### src/hdl/swm_ram.sv
module swm_ram #(
   parameter int WIDTH = 32,
   parameter int DEPTH = 64
) (
   input  logic                                          clock,
   input  logic                                          wr_en,
   input  logic [(DEPTH > 1 ? $clog2(DEPTH) : 1)-1:0]    wr_addr,
   input  logic [WIDTH-1:0]                              wr_data,
   input  logic [(DEPTH > 1 ? $clog2(DEPTH) : 1)-1:0]    rd_addr,
   output logic [WIDTH-1:0]                              rd_data
);

   logic [WIDTH-1:0] mem_ff [DEPTH];
   logic [WIDTH-1:0] rd_data_ff;

   always_ff @(posedge clock) begin
      if (wr_en) begin
         mem_ff[wr_addr] <= wr_data;
      end
      rd_data_ff <= mem_ff[rd_addr];
   end

   assign rd_data = rd_data_ff;

endmodule

### config.mk
export PLATFORM = sky130hd
export DESIGN_NAME = swm_ram
export DESIGN_NICKNAME = d
export VERILOG_FILES = /design/src/hdl/swm_ram.sv
export SDC_FILE = /design/constraint.sdc
export NUM_CORES = 2
export LEC_CHECK = 0
export BUFFER_PORTS_ARGS = -buffer_cell sky130_fd_sc_hd__buf_2
export CAP_MARGIN = 20
export CORE_ASPECT_RATIO = 0.6
export CORE_UTILIZATION = 63
export CTS_CLUSTER_DIAMETER = 150
export DETAILED_ROUTE_END_ITERATION = 8
export PLACE_DENSITY = 0.84
export SYNTH_ARGS = -nofsm -noshare
export SYNTH_HDL_FRONTEND = slang
export SYNTH_SLANG_ARGS = --single-unit
### constraint.sdc
create_clock -name clock -period 4.75 [get_ports clock]
set_input_delay 0.2375 -clock clock [delete_from_list [all_inputs] [get_ports clock]]
set_output_delay 0.2375 -clock clock [all_outputs]
set_load 0.005 [all_outputs]
==> run_results.csv <==
group,metric,value,unit
critical_path,worst_path_most_repeated_cell,"mux4_2",
power,power.internal,28.9,mW
critical_path,crit_fanout,46,
global_route,grt_pass1_vias,40700,
logic_synthesis,synth_cells,3324,
global_route,grt_pass1_wl,313000,um
clock_network,numCtsBuffers,167,
power,switchingPower,8.09,mW
logic_synthesis,synth-compound-area-share,1.67,%
power,comb_power_share,5.5,%
floorplan,core_area,123000,um^2
final_layout,final_util,72.2,%
critical_path,required,5.40,ns
outcome,outcome,"finished, final reports clean",
sta,tns,0,ns
logic_synthesis,yosysWarnings,0,
critical_path,startpoint_type,"input port",
clock_network,cts_resized,0,
floorplan,die_x,458,um
power,clkPwrFrac,39.3,%
logic_synthesis,ys_seq_elements,2080,
power,power.share.switching,21.9,%
sta,finalSetupViolations,0,
logic_synthesis,synth.distinct_cells,34,
sta,fin_skew,0.0302,ns
sta,rsz0062_at_grt,"false",
sta,hold_violations,0,
logic_synthesis,synth_area,78500,um^2
logic_synthesis,synthMuxAreaShare,16.8,%
critical_path,slowest_delay,0.83,ns
logic_synthesis,synth_top_family_by_area,"multiplexers",
critical_path,crit_arrival,3.78,ns
clock_network,cts_setup_buffers,0,
detailed_routing,drt-pass1-iter-count,6,
placed_design,port_buffers,77,
global_route,grt_max_degree,83,
clock_network,cts_tree,"built",
final_layout,final_cell_mix,"2,048 x edfxtp_1, 544 x mux4_2, 175 x clkbuf_16",
critical_path,critPathKind,"in2reg",
placed_design,gp_congestion,0.850,
logic_synthesis,ys_seq_area_share,79.1,%
final_layout,mostFrequentLayoutCell,"edfxtp_1",
logic_synthesis,synth_area_leader_cell,"edfxtp_1",
power,vdd_ir_drop_max,0.000388,V
power,power_frac_seq,55.2,%
sta,slew_violations,0,
power,power.density,418,nW/um^2
placed_design,place_worst_setup_slack,1.06,ns
clock_network,path_clk_slew,0.07,ns
sta,fmax,320,MHz
sta,fin_ws,1.62,ns
clock_network,h-tree-depth,4,
sta,tightest_slew,1.19,ns
floorplan,dieArea,126000,um^2
detailed_routing,num_vias,40700,
global_route,track_usage,36.7,%
detailed_routing,drt_iter0_drc,8398,
sta,period_needed,3.13,ns
final_layout,drive_gt1_share,30.0,%
sta,period_share,65.9,%
clock_network,cts_hold_buf,0,
final_layout,areaGrowthSynthToFinish,12.6,%
detailed_routing,wl,230000,um
logic_synthesis,ys_top_cells_by_area,"edfxtp_1 78%, mux4_2 16%, mux2i_1 1.2%",
floorplan,die_y,275,um
clock_network,clock_latency,0.81,ns
detailed_routing,drc,0,
clock_network,cts_root_buf,"clkbuf_16",
clock_network,cts_buffer_depth,3,
critical_path,cp_slowest_cell,"o22ai_1",
floorplan,io_pins,78,
logic_synthesis,yosys.area_share.simple,1.27,%
critical_path,endpoint_kind,"flop",
logic_synthesis,syn_area_per_cell,23.6,um^2
floorplan,initial_utilization,64.1,%
logic_synthesis,synth-xor-area-share,0,%
run,drv_cap,0,
placed_design,hpwl,120000,um
final_layout,final_nets,3641,
critical_path,cp_num_buf_inv,3,
detailed_routing,drtAntennaViolNets,0,
floorplan,std_cell_rows,99,
critical_path,rrSetupSlack,2.15,ns
power,cellLeakagePower,27.7,nW
detailed_routing,via_per_inst,7.60,
logic_synthesis,synth_top_area_share,78.3,%
sta,slew_headroom,20.9,%
critical_path,crit_family,"buffers and inverters",
global_route,antenna_found_initial,18,
critical_path,path_cells,"buf_8 > buf_12 > buf_4 > mux4_2 > mux4_2 > o22ai_1 > nor2_1",
logic_synthesis,syn-num-nets,3370,
min_path,worstHoldPathType,"in2reg",
clock_network,clkSinkCount,2080,
global_route,overflow,0,
logic_synthesis,synthAdderAreaFrac,0,%
detailed_routing,wl_per_cell,42.9,um
[layout make-up]
cell class                      count  area [um^2]
Clock buffer                      225         4680
Fill cell                        6363        34100
Sequential cell                  2080        62100
Tap cell                         1616         2020
Antenna cell                        6         15.0
Multi-Input combinational cell   1062        16000
Timing Repair Buffer              284         2700
Clock inverter                     87          873
[synth_stat cells]
cell,instances
or3b_2,3
o32ai_1,4
or2_0,1
mux4_2,544
edfxtp_1,2048
and2_1,2
dfxtp_1,32
nand3b_1,5
a31oi_1,1
or3_1,3
buf_2,57
nand2_1,26
buf_6,5
nor2b_1,15
nor2_1,137
nand3_1,5
a22oi_1,12
or2_2,1
o221ai_1,27
o22ai_1,84
mux2i_1,93
buf_4,25
nor3_1,7
nand4_1,2
a41o_1,4
a311oi_1,8
a21oi_1,62
nand2b_1,8
clkbuf_1,74
buf_1,21
or3b_1,2
nand4b_1,1
or2_1,1
and3_1,4
[through the flow]
| step | instances | area (um^2) | power, mW | hold slack, ns |
|---|---|---|---|---|
| floorplan | 3324 | 78500 | 21.7 | 0.336 |
| global placement | 4982 | 81900 | 22.6 | 0.641 |
| detailed placement | 4984 | 81900 | 22.6 | 0.631 |
| CTS | 5296 | 87500 | 36.8 | 0.0280 |
| global route | 5354 | 88400 | 37.6 | 0.0193 |
| finish | 5360 | 88400 | 37.0 | 0.0270 |
[routing by layer]
layer / up-vias / part of all wire, % / track usage (%)
met5: - / 0.054 / 0
met4: 18 / 5.3 / 18.2
met3: 782 / 17 / 11.8
met2: 4411 / 46 / 55.6
met1: 20800 / 32 / 49.3
li1: 14800 / - / -
[power by group through the flow]
| stage | registers (mW) | logic, mW | clock network [mW] |
|---|---|---|---|
| finish | 20.4 | 2.04 | 14.5 |
| global route | 20.4 | 2.07 | 15.1 |
| CTS | 20.4 | 1.89 | 14.5 |
| detailed placement | 20.8 | 1.83 | 0 |
| global placement | 20.8 | 1.76 | 0 |
| floorplan | 20.7 | 0.988 | 0 |
[sequential cells by signal, summed over array words and instances (netlist names)]
| signal | flops |
|---|---|
| rd_data | 32 |
| mem_ff | 2048 |
[final timing paths]
check / from / to / depth (start not counted)
hold reg to reg: mem_ff[28][17] / rd_data[17] / 4
setup / recovery: rd_addr[0] / rd_data[23] / 7
hold / removal: wr_data[18] / mem_ff[51][18] / 1
setup reg to reg: mem_ff[47][28] / rd_data[28] / 4
[cells by family after synthesis]
kind of cell | count (synthesis)
AO/OA/AOI/OAI | 202
buffers and inverters | 182
flip-flops | 2080
multiplexers | 637
AND/OR/NAND/NOR | 223
Power figures use the tool's default switching activity.
