## config.mk

```make
export PLATFORM = sky130hd
export DESIGN_NAME = swm_cell
export DESIGN_NICKNAME = d
export VERILOG_FILES = /design/src/hdl/swm_pkg.sv /design/src/hdl/swm_cell.sv
export SDC_FILE = /design/constraint.sdc
export NUM_CORES = 1
export LEC_CHECK = 0
export BUFFER_PORTS_ARGS = -buffer_cell sky130_fd_sc_hd__buf_4
export CAP_MARGIN = 20
export CORE_ASPECT_RATIO = 0.75
export CORE_MARGIN = 8
export CORE_UTILIZATION = 31
export CTS_BUF_LIST = sky130_fd_sc_hd__clkbuf_4
export DETAILED_ROUTE_END_ITERATION = 16
export PLACE_DENSITY = 0.54
export SYNTH_ARGS = -nofsm -noshare
export SYNTH_HDL_FRONTEND = slang
export SYNTH_SLANG_ARGS = --single-unit
```

## constraint.sdc

```tcl
create_clock -name clock -period 5.4 [get_ports clock]
set_input_delay 0.81 -clock clock [delete_from_list [all_inputs] [get_ports clock]]
set_output_delay 0.81 -clock clock [all_outputs]
set_load 0.05 [all_outputs]
```

## src/hdl/swm_pkg.sv

```systemverilog
package swm_pkg;

   localparam int CFG_WIDTH = 7;
   localparam logic [CFG_WIDTH-1:0] WINDOW_RESET = 7'd3;

   // Median pick is done in two registered levels: within a group, then across groups.
   localparam int GROUP_SPAN = 8;
   localparam int GROUP_SEL_WIDTH = 3;

   // Broadcast control to every cell of the sorted row.
   typedef struct packed {
      logic load;    // a sample beat is taken this cycle
      logic flush;   // the beat starts a new sequence
      logic full;    // window full: drop the oldest while inserting
      logic clear;   // register write: empty the row
   } swm_cell_ctl_type;

   // Flags a cell hands to its neighbors.
   typedef struct packed {
      logic left;    // cell lies left of the slot being vacated
      logic le;      // cell is kept and holds a value <= the new sample
   } swm_link_type;

endpackage

```

## src/hdl/swm_cell.sv

```systemverilog
module swm_cell #(
   parameter int SAMPLE_WIDTH = 32
) (
   input  logic                           clock,
   input  logic                           reset,
   input  swm_pkg::swm_cell_ctl_type      ctl,
   input  logic signed [SAMPLE_WIDTH-1:0] sample,
   input  logic signed [SAMPLE_WIDTH-1:0] old_value,
   input  swm_pkg::swm_link_type          left_link,
   input  logic signed [SAMPLE_WIDTH-1:0] left_value,
   input  swm_pkg::swm_link_type          right_link,
   input  logic signed [SAMPLE_WIDTH-1:0] right_value,
   output swm_pkg::swm_link_type          link,
   output logic signed [SAMPLE_WIDTH-1:0] value
);
   import swm_pkg::*;

   logic                           valid_ff, valid_in;
   logic signed [SAMPLE_WIDTH-1:0] value_ff, value_in;
   logic                           live;
   logic                           hole;
   logic signed [SAMPLE_WIDTH-1:0] shifted;

   // The vacated slot is the leftmost copy of the oldest value, or the first
   // empty cell while the window fills.
   always_comb begin
      live      = valid_ff && !ctl.flush;
      link.left = ctl.full ? (live && (value_ff < old_value)) : live;
      hole      = !link.left && left_link.left;
      link.le   = live && !hole && (value_ff <= sample);
   end

   always_comb begin
      shifted = value_ff;
      if (link.left) begin
         // left of the vacated slot: shift right past the insertion point
         if (link.le) begin
            shifted = value_ff;
         end else if (left_link.le) begin
            shifted = sample;
         end else begin
            shifted = left_value;
         end
      end else begin
         // at or right of the vacated slot: pull from the right up to the insertion point
         if (right_link.le) begin
            shifted = right_value;
         end else if (hole ? left_link.le : link.le) begin
            shifted = sample;
         end else begin
            shifted = hole ? left_value : value_ff;
         end
      end
   end

   always_comb begin
      valid_in = valid_ff;
      value_in = value_ff;
      if (ctl.clear) begin
         valid_in = 1'b0;
      end else if (ctl.load) begin
         valid_in = live || hole;
         value_in = shifted;
      end
   end

   always_ff @(posedge clock) begin
      if (reset) begin
         valid_ff <= 1'b0;
      end else begin
         valid_ff <= valid_in;
      end
      value_ff <= value_in;
   end

   assign value = value_ff;

endmodule

```

==> summary.md, run 1 <==
| Metric | Value |
|---|---|
| Met3 WL post-DR | 1330 um |
| H-tree depth | 2 |
| Detail Route Antenna Nets | 0 |
| CTS clk-pin slew, worst paths | 110 ps |
| First-pass GRT wire length | 26400 um |
| Crit path DAT | 3560 ps |
| WP buf/inv | 4 |
| Critical Path Source | old_value[31] |
| Final net count | 862 |
| Seq/Total Area, Yosys | 21.3% |
| Area growth syn-to-layout | 31.2% |
| Worst-Margin Slew | 1010 ps |
| Die H | 122 um |
| Unrepaired setup endpoints after global routing | false |
| Crit share post-route | 80.9% |
| # setup viols final | 0 |
| Total grt overflow | 0 |
| Yosys warns | 0 |
| CTS-repair resized insts | 0 |
| Critical path's top delay family | simple AND/OR/NAND/NOR gates |
| CP most frequent cell | buf_4 |
| Clk root buf | clkbuf_4 |
| Tmin final | 4370 ps |
| Syn_nets | 710 |
| Max_cap viols | 0 |
| Crit path capture type | primary output |
| Post-synth top flop | edfxtp_1 |
| Vias per cell | 5.21 |
| Reg2reg path depth | 10 |
| Worst-path cell chain | buf_4, inv_1, ha_1, nand4_2, or4_4, nor2_1, o21ai_0, a21oi_1, nand3b_2, buf_4, nor2_1, buf_4 |
| Dpl cell area | 5980 um2 |
| I/O pin total | 172 |
| Met2 Routed Length | 7780 um |
| Via count | 4500 |
| Ys async rst share | 0% |
| Die width | 157 um |
| Overall Global Routing Usage | 17.4% |
| I/O Buffers | 170 |
| XOR/XNOR Fraction of Synth Area | 0% |
| Clk sinks | 33 |
| Syn_area_per_cell | 9.05 um2 |
| Largest family of logic cells by synthesized area | compound AO/OA/AOI/OAI gates |
| Worst Path Max Fanout | 34 |
| CP required | 4590 ps |
| Largest net degree at the start of global routing | 37 |
| Routed len/inst | 19.9 um |
| Adder-cell share of the synthesized area | 17.1% |
| Worst hold path startpoint | valid_ff |
| # hold bufs at CTS | 0 |
| Final Wtd Congestion | 0.825 |
| Yosys cell types | 50 |
| Multiplexer share of the synthesized area | 6.96% |
| Worst Path Class, Setup | in2out |
| Fin. max-slew vios | 0 |
| DP HPWL | 13300 um |
| Layout cell share with drive strength beyond 1 | 38.7% |
| Simple-gate area share of the yosys netlist | 13.5% |
| Post-CTS Setup Repair Bufs | 0 |
| Rows | 38 |
| Mapped cell area | 4600 um2 |
| CTS tree | done |
| Pre-antenna DRT Iters | 4 |
| Hold/Removal Path Class | reg2reg |
| CP max-delay cell | or4_4 |
| Drt drc | 0 |
| #FFs+latches synth | 33 |
| Power density cells | 147 nW/um2 |
| Number of global-route vias before repair | 4893 |
| Core ar. | 14500 um2 |
| Clk_skew | 24.4 ps |
| Die ar. | 19000 um2 |
| Antenna violations before repair | 0 |
| Starting density of the core | 31.8% |
| Hold Path Depth | 2 |
| Fin Setup TNS | 0 ps |
| Max layer used | met4 |
| Post-route cell area | 6040 um2 |
| Wirelength, routed | 17200 um |
| Final core occ | 41.6% |
| Cells after Synth | 509 |
| EDFF count, synth | 32 |
| Fmax | 0.229 GHz |
| Status | finished, final reports clean |
| CP Launch Type | input pin |
| Max clock buf depth | 2 |
| Slew headroom | 32.9% |
| FILL cells | 1481 |
| Lkg Pwr | 2.87 nW |
| Reg2reg start | value[31] |
| Met1 WL | 7950 um |
| Clock latency at the later pin of the worst-skew pair | 360 ps |
| Peak supply drop | 0.0000660 V |
| Worst path depth | 12 |
| Cts bufs inserted | 5 |
| 1st-iter DRT viols | 252 |
| Compound-Gate Fraction of Synth Area | 30.8% |
| R2R setup slack | 1490 ps |
| Worst stage delay on the critical path | 570 ps |
| Final hold violations | 0 |
## worst paths after layout
kind	endpoint
worst max-delay path	link[0]
worst min register to register	valid_ff
worst min-delay path	valid_ff
worst max register to register	value[6]
## sequential cells by signal, summed over array words and instances (netlist names)
signal	count
value	32
valid_ff	1
## stage by stage
| step | total power [mW] | cells | hold WS (ps) | setup WS (ps) |
|---|---|---|---|---|
| 2_1_floorplan | 0.566 | 509 | 505 | 1350 |
| 3_3_place_gp | 0.722 | 854 | 526 | 1040 |
| 3_5_place_dp | 0.735 | 854 | 534 | 991 |
| 4_1_cts | 0.899 | 862 | 565 | 1020 |
| 5_1_grt | 0.942 | 862 | 589 | 864 |
| 6_report | 0.889 | 863 | 564 | 1030 |
## power breakdown
| group | internal [mW] | switching [mW] |
|---|---|---|
| logic | 0.179 | 0.236 |
| registers | 0.300 | 0.0137 |
| clock network | 0.0602 | 0.0999 |
## placed cells by master, fill, tap and decap left out, drive strengths merged, types with 10 or more instances in the layout
| cell | netlist | layout |
|---|---|---|
| edfxtp | 32 | 32 |
| inv | 66 | 66 |
| o211ai | 37 | 37 |
| nor2 | 44 | 44 |
| a31oi | 32 | 32 |
| o21ai | 11 | 11 |
| a21oi | 22 | 22 |
| mux2i | 32 | 32 |
| ha | 63 | 63 |
| buf | 21 | 179 |
| nand2 | 50 | 50 |
| nand4 | 10 | 10 |
| o2111ai | 32 | 32 |
## worst min-delay path, stage by stage (launching register included)
cell and delay [ps]:
dfxtp_1 330, a22oi_1 150, nor3_1 60
## cells in the mapped netlist (all sizes together) (2+ instances only)
cell type  count  area [um2]
inv           66         248
ha            63         788
nand2         50         188
nor2          44         165
o211ai        37         438
a31oi         32         200
edfxtp        32         961
mux2i         32         320
o2111ai       32         455
a21oi         22         110
buf           21         173
clkbuf        13        56.3
o21ai         11        55.1
nand4         10        68.8
nand3          7        40.0
nor2b          4        32.5
o21a           4        37.5
a21o           3        22.5
a2111oi        2        17.5
a221o          2        20.0
a221oi         2        17.5
and2           2        12.5
and4           2        17.5
## logic make-up after synthesis
family                     count (synthesis)
AOI/OAI and AO/OA                        152
adders and majority gates                 63
buffers and inverters                    100
DFF                                       33
muxes                                     32
and+or+nand+nor                          129
## area by class of cell
cell class | count | area (um2) | share of cell area [%]
Antenna cell | 1 | 2.50 | 0.0414
Clock buffer | 7 | 52.6 | 0.870
Sequential cell | 33 | 981 | 16.2
Multi-Input combinational cell | 376 | 3160 | 52.3
Clock inverter | 1 | 3.75 | 0.0622
Tap cell | 200 | 250 | 4.14
Inverter | 66 | 248 | 4.10
Timing Repair Buffer | 179 | 1340 | 22.2
## routing by layer
metal,vias up,track usage (%)
li1,2214,-
met1,2119,23.7
met2,160,28.1
met3,7,3.93
met4,0,3.11
met5,-,0
Power figures use the tool's default switching activity.
==> run 2, diff against run 1 <==
- ABC_AREA: unset -> 1
- PLACE_DENSITY: 0.54 -> 0.56
- clock period: 5.4 -> 3.8 ns (I/O delays scaled with it)
==> summary.md, run 2 <==
| Metric | Value |
|---|---|
| Ys async rst share | 0% |
| Lkg Pwr | 3.34 nW |
| Largest net degree at the start of global routing | 66 |
| Layout cell share with drive strength beyond 1 | 23.7% |
| Detail Route Antenna Nets | 0 |
| Clock latency at the later pin of the worst-skew pair | 350 ps |
| Top flop regs | value x32, valid_ff x1 |
| Fin. max-slew vios | 0 |
| Slew headroom | 36.7% |
| Antenna violations before repair | 0 |
| Compound-Gate Fraction of Synth Area | 11.1% |
| Synth area leader | edfxtp_1 |
| Die H | 119 um |
| Post-synth top area share | 22.1% |
| Status | finished, final reports clean |
| CTS tree | done |
| Final Wtd Congestion | 0.784 |
| # setup viols final | 0 |
| Largest family of logic cells by synthesized area | simple AND/OR/NAND/NOR gates |
| Wirelength, routed | 15500 um |
| H-tree depth | 2 |
| Flip-flop and latch area | 981 um2 |
| Fin Setup TNS | 0 ps |
| Multiplexer share of the synthesized area | 0% |
| Mapped cell area | 4350 um2 |
| Seq/Total Area, Yosys | 22.5% |
| Ant. Diodes | 0 |
| Largest Register | value |
| #FFs+latches synth | 33 |
| Met3 Resource Use GR | 4.33% |
| Tmin final | 3540 ps |
| Peak supply drop | 0.000119 V |
| Max_cap viols | 0 |
| Unrepaired setup endpoints after global routing | false |
| Simple-gate area share of the yosys netlist | 32.4% |
| Starting density of the core | 31.8% |
| Crit path capture type | primary output |
| Max reg flops | 32 |
| Rows | 37 |
| Met1 usage | 22.1% |
| I/O pin total | 172 |
| Most common cell after layout, fill and taps aside | nand2_1 |
| Yosys cell types | 25 |
| CP Launch Type | register |
| DP HPWL | 12300 um |
| Fmax | 0.282 GHz |
| Post-synth top cells | nand2_1, inv_1, nand3_1, ha_1 |
| Hold/Removal Path Class | in2reg |
| Core ar. | 13700 um2 |
| First-pass GRT wire length | 24800 um |
| Clk_skew | 17.0 ps |
| Die ar. | 18100 um2 |
| Vias per cell | 4.76 |
| Most frequent cells in the layout | nand2_1, buf_4, inv_1, nand3_1, ha_1 |
| Final Total Pwr | 1.29 mW |
| Synth top area cells | edfxtp_1, ha_1, nand2_1, inv_1, nand3_1 |
| Power density cells | 220 nW/um2 |
| Total grt overflow | 0 |
| CP required | 3230 ps |
| Syn_nets | 871 |
| 1st-iter DRT viols | 211 |
| Overall Global Routing Usage | 16.6% |
| Area of the multi-input gates | 2700 um2 |
| Post-CTS Setup Repair Bufs | 0 |
| Post-synth top flop | edfxtp_1 |
| Final Non-Filler Cells | 1001 |
| Worst-Margin Slew | 948 ps |
| CTS clk-pin slew, worst paths | 120 ps |
| Dpl cells | 993 |
| Via count | 4764 |
| Routed len/inst | 15.5 um |
| Clk sinks | 33 |
| Drt drc | 0 |
| Syn_area_per_cell | 6.50 um2 |
| Number of global-route vias before repair | 4838 |
| I/O Buffers | 170 |
| Cells after Synth | 670 |
| Area growth syn-to-layout | 34.2% |
| Crit path DAT | 2970 ps |
| CTS-repair resized insts | 0 |
| Final hold violations | 0 |
| Worst Path Max Fanout | 33 |
| Most frequent cell after synthesis | nand2_1 |
| EDFF count, synth | 32 |
| GRT met2 Usage | 26.5% |
| Max clock buf depth | 2 |
| Final net count | 1026 |
| # hold bufs at CTS | 0 |
| Adder-cell share of the synthesized area | 18.1% |
| Grt peak-use layer | met2 |
| XOR/XNOR Fraction of Synth Area | 0% |
| Clk root buf | clkbuf_4 |
| Crit share post-route | 93.2% |
| FILL cells | 1473 |
| Cts bufs inserted | 5 |
| Yosys warns | 0 |
| Pre-antenna DRT Iters | 4 |
| Worst Path Class, Setup | reg2out |
| Die width | 153 um |
run 2: critical path, stage by stage (launching register included):
cell	delay (ps)
edfxtp_1	480
ha_1	340
a21oi_1	150
o21a_1	130
nand2_1	90
nand2_1	70
nand2_1	100
nand2_1	100
nand3_1	90
nand3_2	120
nand2_4	140
inv_2	130
buf_4	380
buf_4	280
run 2: worst paths after layout:
path                  from   endpoint  slack [ps]  depth (start not counted)
setup / recovery  value[7]    link[1]         260                         13
hold / removal       reset   valid_ff         380                          2
setup reg to reg  value[7]  value[16]         500                         15
hold reg to reg   valid_ff   valid_ff         490                          2
run 2: kinds of logic after synthesis:
| logic type | Yosys count |
|---|---|
| flip-flops | 33 |
| AO/OA/AOI/OAI | 78 |
| adder cells (fa/ha/maj) | 63 |
| AND/OR/NAND/NOR | 324 |
| buffers and inverters | 172 |
run 2: cell type report:
type / instances / area share, %
Tap cell: 175 / 3.75
Clock buffer: 6 / 0.771
Multi-Input combinational cell: 465 / 46.2
Timing Repair Buffer: 177 / 22.7
Sequential cell: 33 / 16.8
Clock inverter: 2 / 0.578
Inverter: 143 / 9.19
run 2: report_power, final:
group | total [mW] | internal [mW] | leakage, nW | switching [mW]
clock | 0.283 | 0.144 | 0.0433 | 0.139
sequential | 0.451 | 0.430 | 0.308 | 0.0212
combinational | 0.553 | 0.235 | 2.99 | 0.318
run 2: through the flow:
| stage | setup WS (ps) | util, % | hold slack, ps | area (um2) |
|---|---|---|---|---|
| floorplan | 290 | - | 449 | 4360 |
| global placement | 291 | 42.1 | 462 | 5760 |
| detailed placement | 258 | 42.1 | 477 | 5760 |
| CTS | 192 | 42.6 | 353 | 5840 |
| global route | 6.60 | 42.6 | 385 | 5840 |
| finish | 259 | 42.6 | 378 | 5840 |
run 2: routing by layer:
| metal | up-vias | part of all wire, % | routed length [um] |
|---|---|---|---|
| met5 | - | 0 | 0 |
| met2 | 146 | 44 | 6810 |
| met1 | 2127 | 48 | 7440 |
| li1 | 2480 | - | - |
| met4 | 0 | 1.0 | 163 |
| met3 | 11 | 7.3 | 1130 |
==> run 3, diff against run 2 <==
- PLACE_DENSITY: 0.56 -> 0.54
- clock period: 3.8 -> 4.1 ns (I/O delays scaled with it)
==> summary.md, run 3 (same netlist as run 2, synthesis figures left out) <==
| Metric | Value |
|---|---|
| Die ar. | 18100 um2 |
| Core ar. | 13700 um2 |
| Final core occ | 42.5% |
| Power density cells | 194 nW/um2 |
| Most frequent cells in the layout | nand2_1, buf_4, inv_1, nand3_1, ha_1 |
| Number of global-route vias before repair | 4843 |
| Post-CTS Setup Repair Bufs | 0 |
| Slew headroom | 56.9% |
| I/O pin total | 172 |
| Clock latency at the later pin of the worst-skew pair | 350 ps |
| Fin Setup TNS | 0 ps |
| Max clock buf depth | 2 |
| CTS tree | done |
| Final setup margin | 648 ps |
| Layout cell share with drive strength beyond 1 | 23.9% |
| Via count | 4877 |
| Worst Path Class, Setup | reg2out |
| Fmax | 0.290 GHz |
| Routed len/inst | 15.4 um |
| I/O Buffers | 170 |
| H-tree depth | 2 |
| Cts bufs inserted | 5 |
| Final hold violations | 0 |
| Final Non-Filler Cells | 1003 |
| Worst-Margin Slew | 647 ps |
| Top flop regs | value x32, valid_ff x1 |
| Final net count | 1029 |
| Max_cap viols | 0 |
| Total grt overflow | 0 |
| Largest Register | value |
| CTS-repair resized insts | 0 |
| Clk root buf | clkbuf_4 |
| Overall Global Routing Usage | 16.3% |
| Crit path DAT | 2840 ps |
| Largest net degree at the start of global routing | 66 |
| # hold bufs at CTS | 0 |
| Max reg flops | 32 |
| Hold/Removal Path Class | in2reg |
| Detail Route Antenna Nets | 0 |
| Wirelength, routed | 15400 um |
| Fin. max-slew vios | 0 |
| DP HPWL | 12600 um |
| Clk sinks | 33 |
| Tmin final | 3450 ps |
| Final Wtd Congestion | 0.788 |
| Drt drc | 0 |
| Vias per cell | 4.86 |
| Antenna violations before repair | 0 |
| Dpl cells | 996 |
| Lkg Pwr | 3.34 nW |
| CP required | 3480 ps |
| Crit path capture type | primary output |
| Ant. Diodes | 0 |
| Pre-antenna DRT Iters | 5 |
| Worst slack at placement | 645 ps |
| Worst Path Max Fanout | 26 |
| Die width | 153 um |
| CTS clk-pin slew, worst paths | 110 ps |
| Crit share post-route | 84.2% |
| Starting density of the core | 31.8% |
| Most common cell after layout, fill and taps aside | nand2_1 |
| Peak supply drop | 0.0000744 V |
| Unrepaired setup endpoints after global routing | false |
| # setup viols final | 0 |
| Rows | 37 |
| CP Launch Type | register |
| 1st-iter DRT viols | 246 |
| Status | finished, final reports clean |
| Area growth syn-to-layout | 34.0% |
| Clk_skew | 5.86 ps |
| R2R setup slack | 880 ps |
| First-pass GRT wire length | 24300 um |
| Die H | 119 um |
## run 3: cell types whose count changed in the layout (fill, tap and decap cells not counted)
cell / before / now
nor2_2: 0 / 1
bufinv_16: 1 / 0
buf_4: 177 / 180
nor2_4: 1 / 0
## run 3: power by group
group	internal [mW]	switching, mW
sequential	0.398	0.0205
clock	0.0690	0.125
combinational	0.220	0.297
## run 3: final cells by class
| class | count | area (um2) |
|---|---|---|
| clock buffers | 6 | 45.0 |
| clock inverters | 1 | 3.75 |
| fillers | 1474 | 7870 |
| inverters | 143 | 537 |
| multi-input cells | 465 | 2690 |
| flip-flops and latches | 33 | 981 |
| well taps | 175 | 219 |
| repair buffers | 180 | 1350 |
## run 3: path summary, 6_finish.rpt
kind,start,depth (start not counted),to
worst max-delay path,value[22],13,link[0]
worst min-delay path,reset,2,valid_ff
worst max register to register,value[15],17,value[8]
worst min register to register,valid_ff,2,valid_ff
## run 3: critical path, stage by stage, from the launching register on
cell and delay (ps):
edfxtp_1 510, ha_1 330, nand2_1 60, nor2_1 140, nand4_1 270, nor2_1 180
nand2_1 80, nand3_1 90, nand3_2 100, nand2_4 110, nand2_2 80, nand2_4 250
inv_1 80, buf_4 190
## run 3: per-layer routing
layer | GRT usage (%) | wire length (um) | up-vias
li1 | - | - | 2484
met1 | 22.3 | 7420 | 2219
met2 | 25.4 | 6660 | 161
met3 | 4.33 | 1160 | 13
met4 | 3.33 | 163 | 0
met5 | 0 | 0 | -
## run 3: through the flow
stage | total power, mW | hold slack [ps] | instance area (um2)
after global routing | 1.21 | 410 | 5830
final | 1.13 | 427 | 5830
after global placement | 0.931 | 464 | 5780
after CTS | 1.14 | 411 | 5830
after floorplan | 0.733 | 449 | 4360
after detailed placement | 0.945 | 468 | 5780
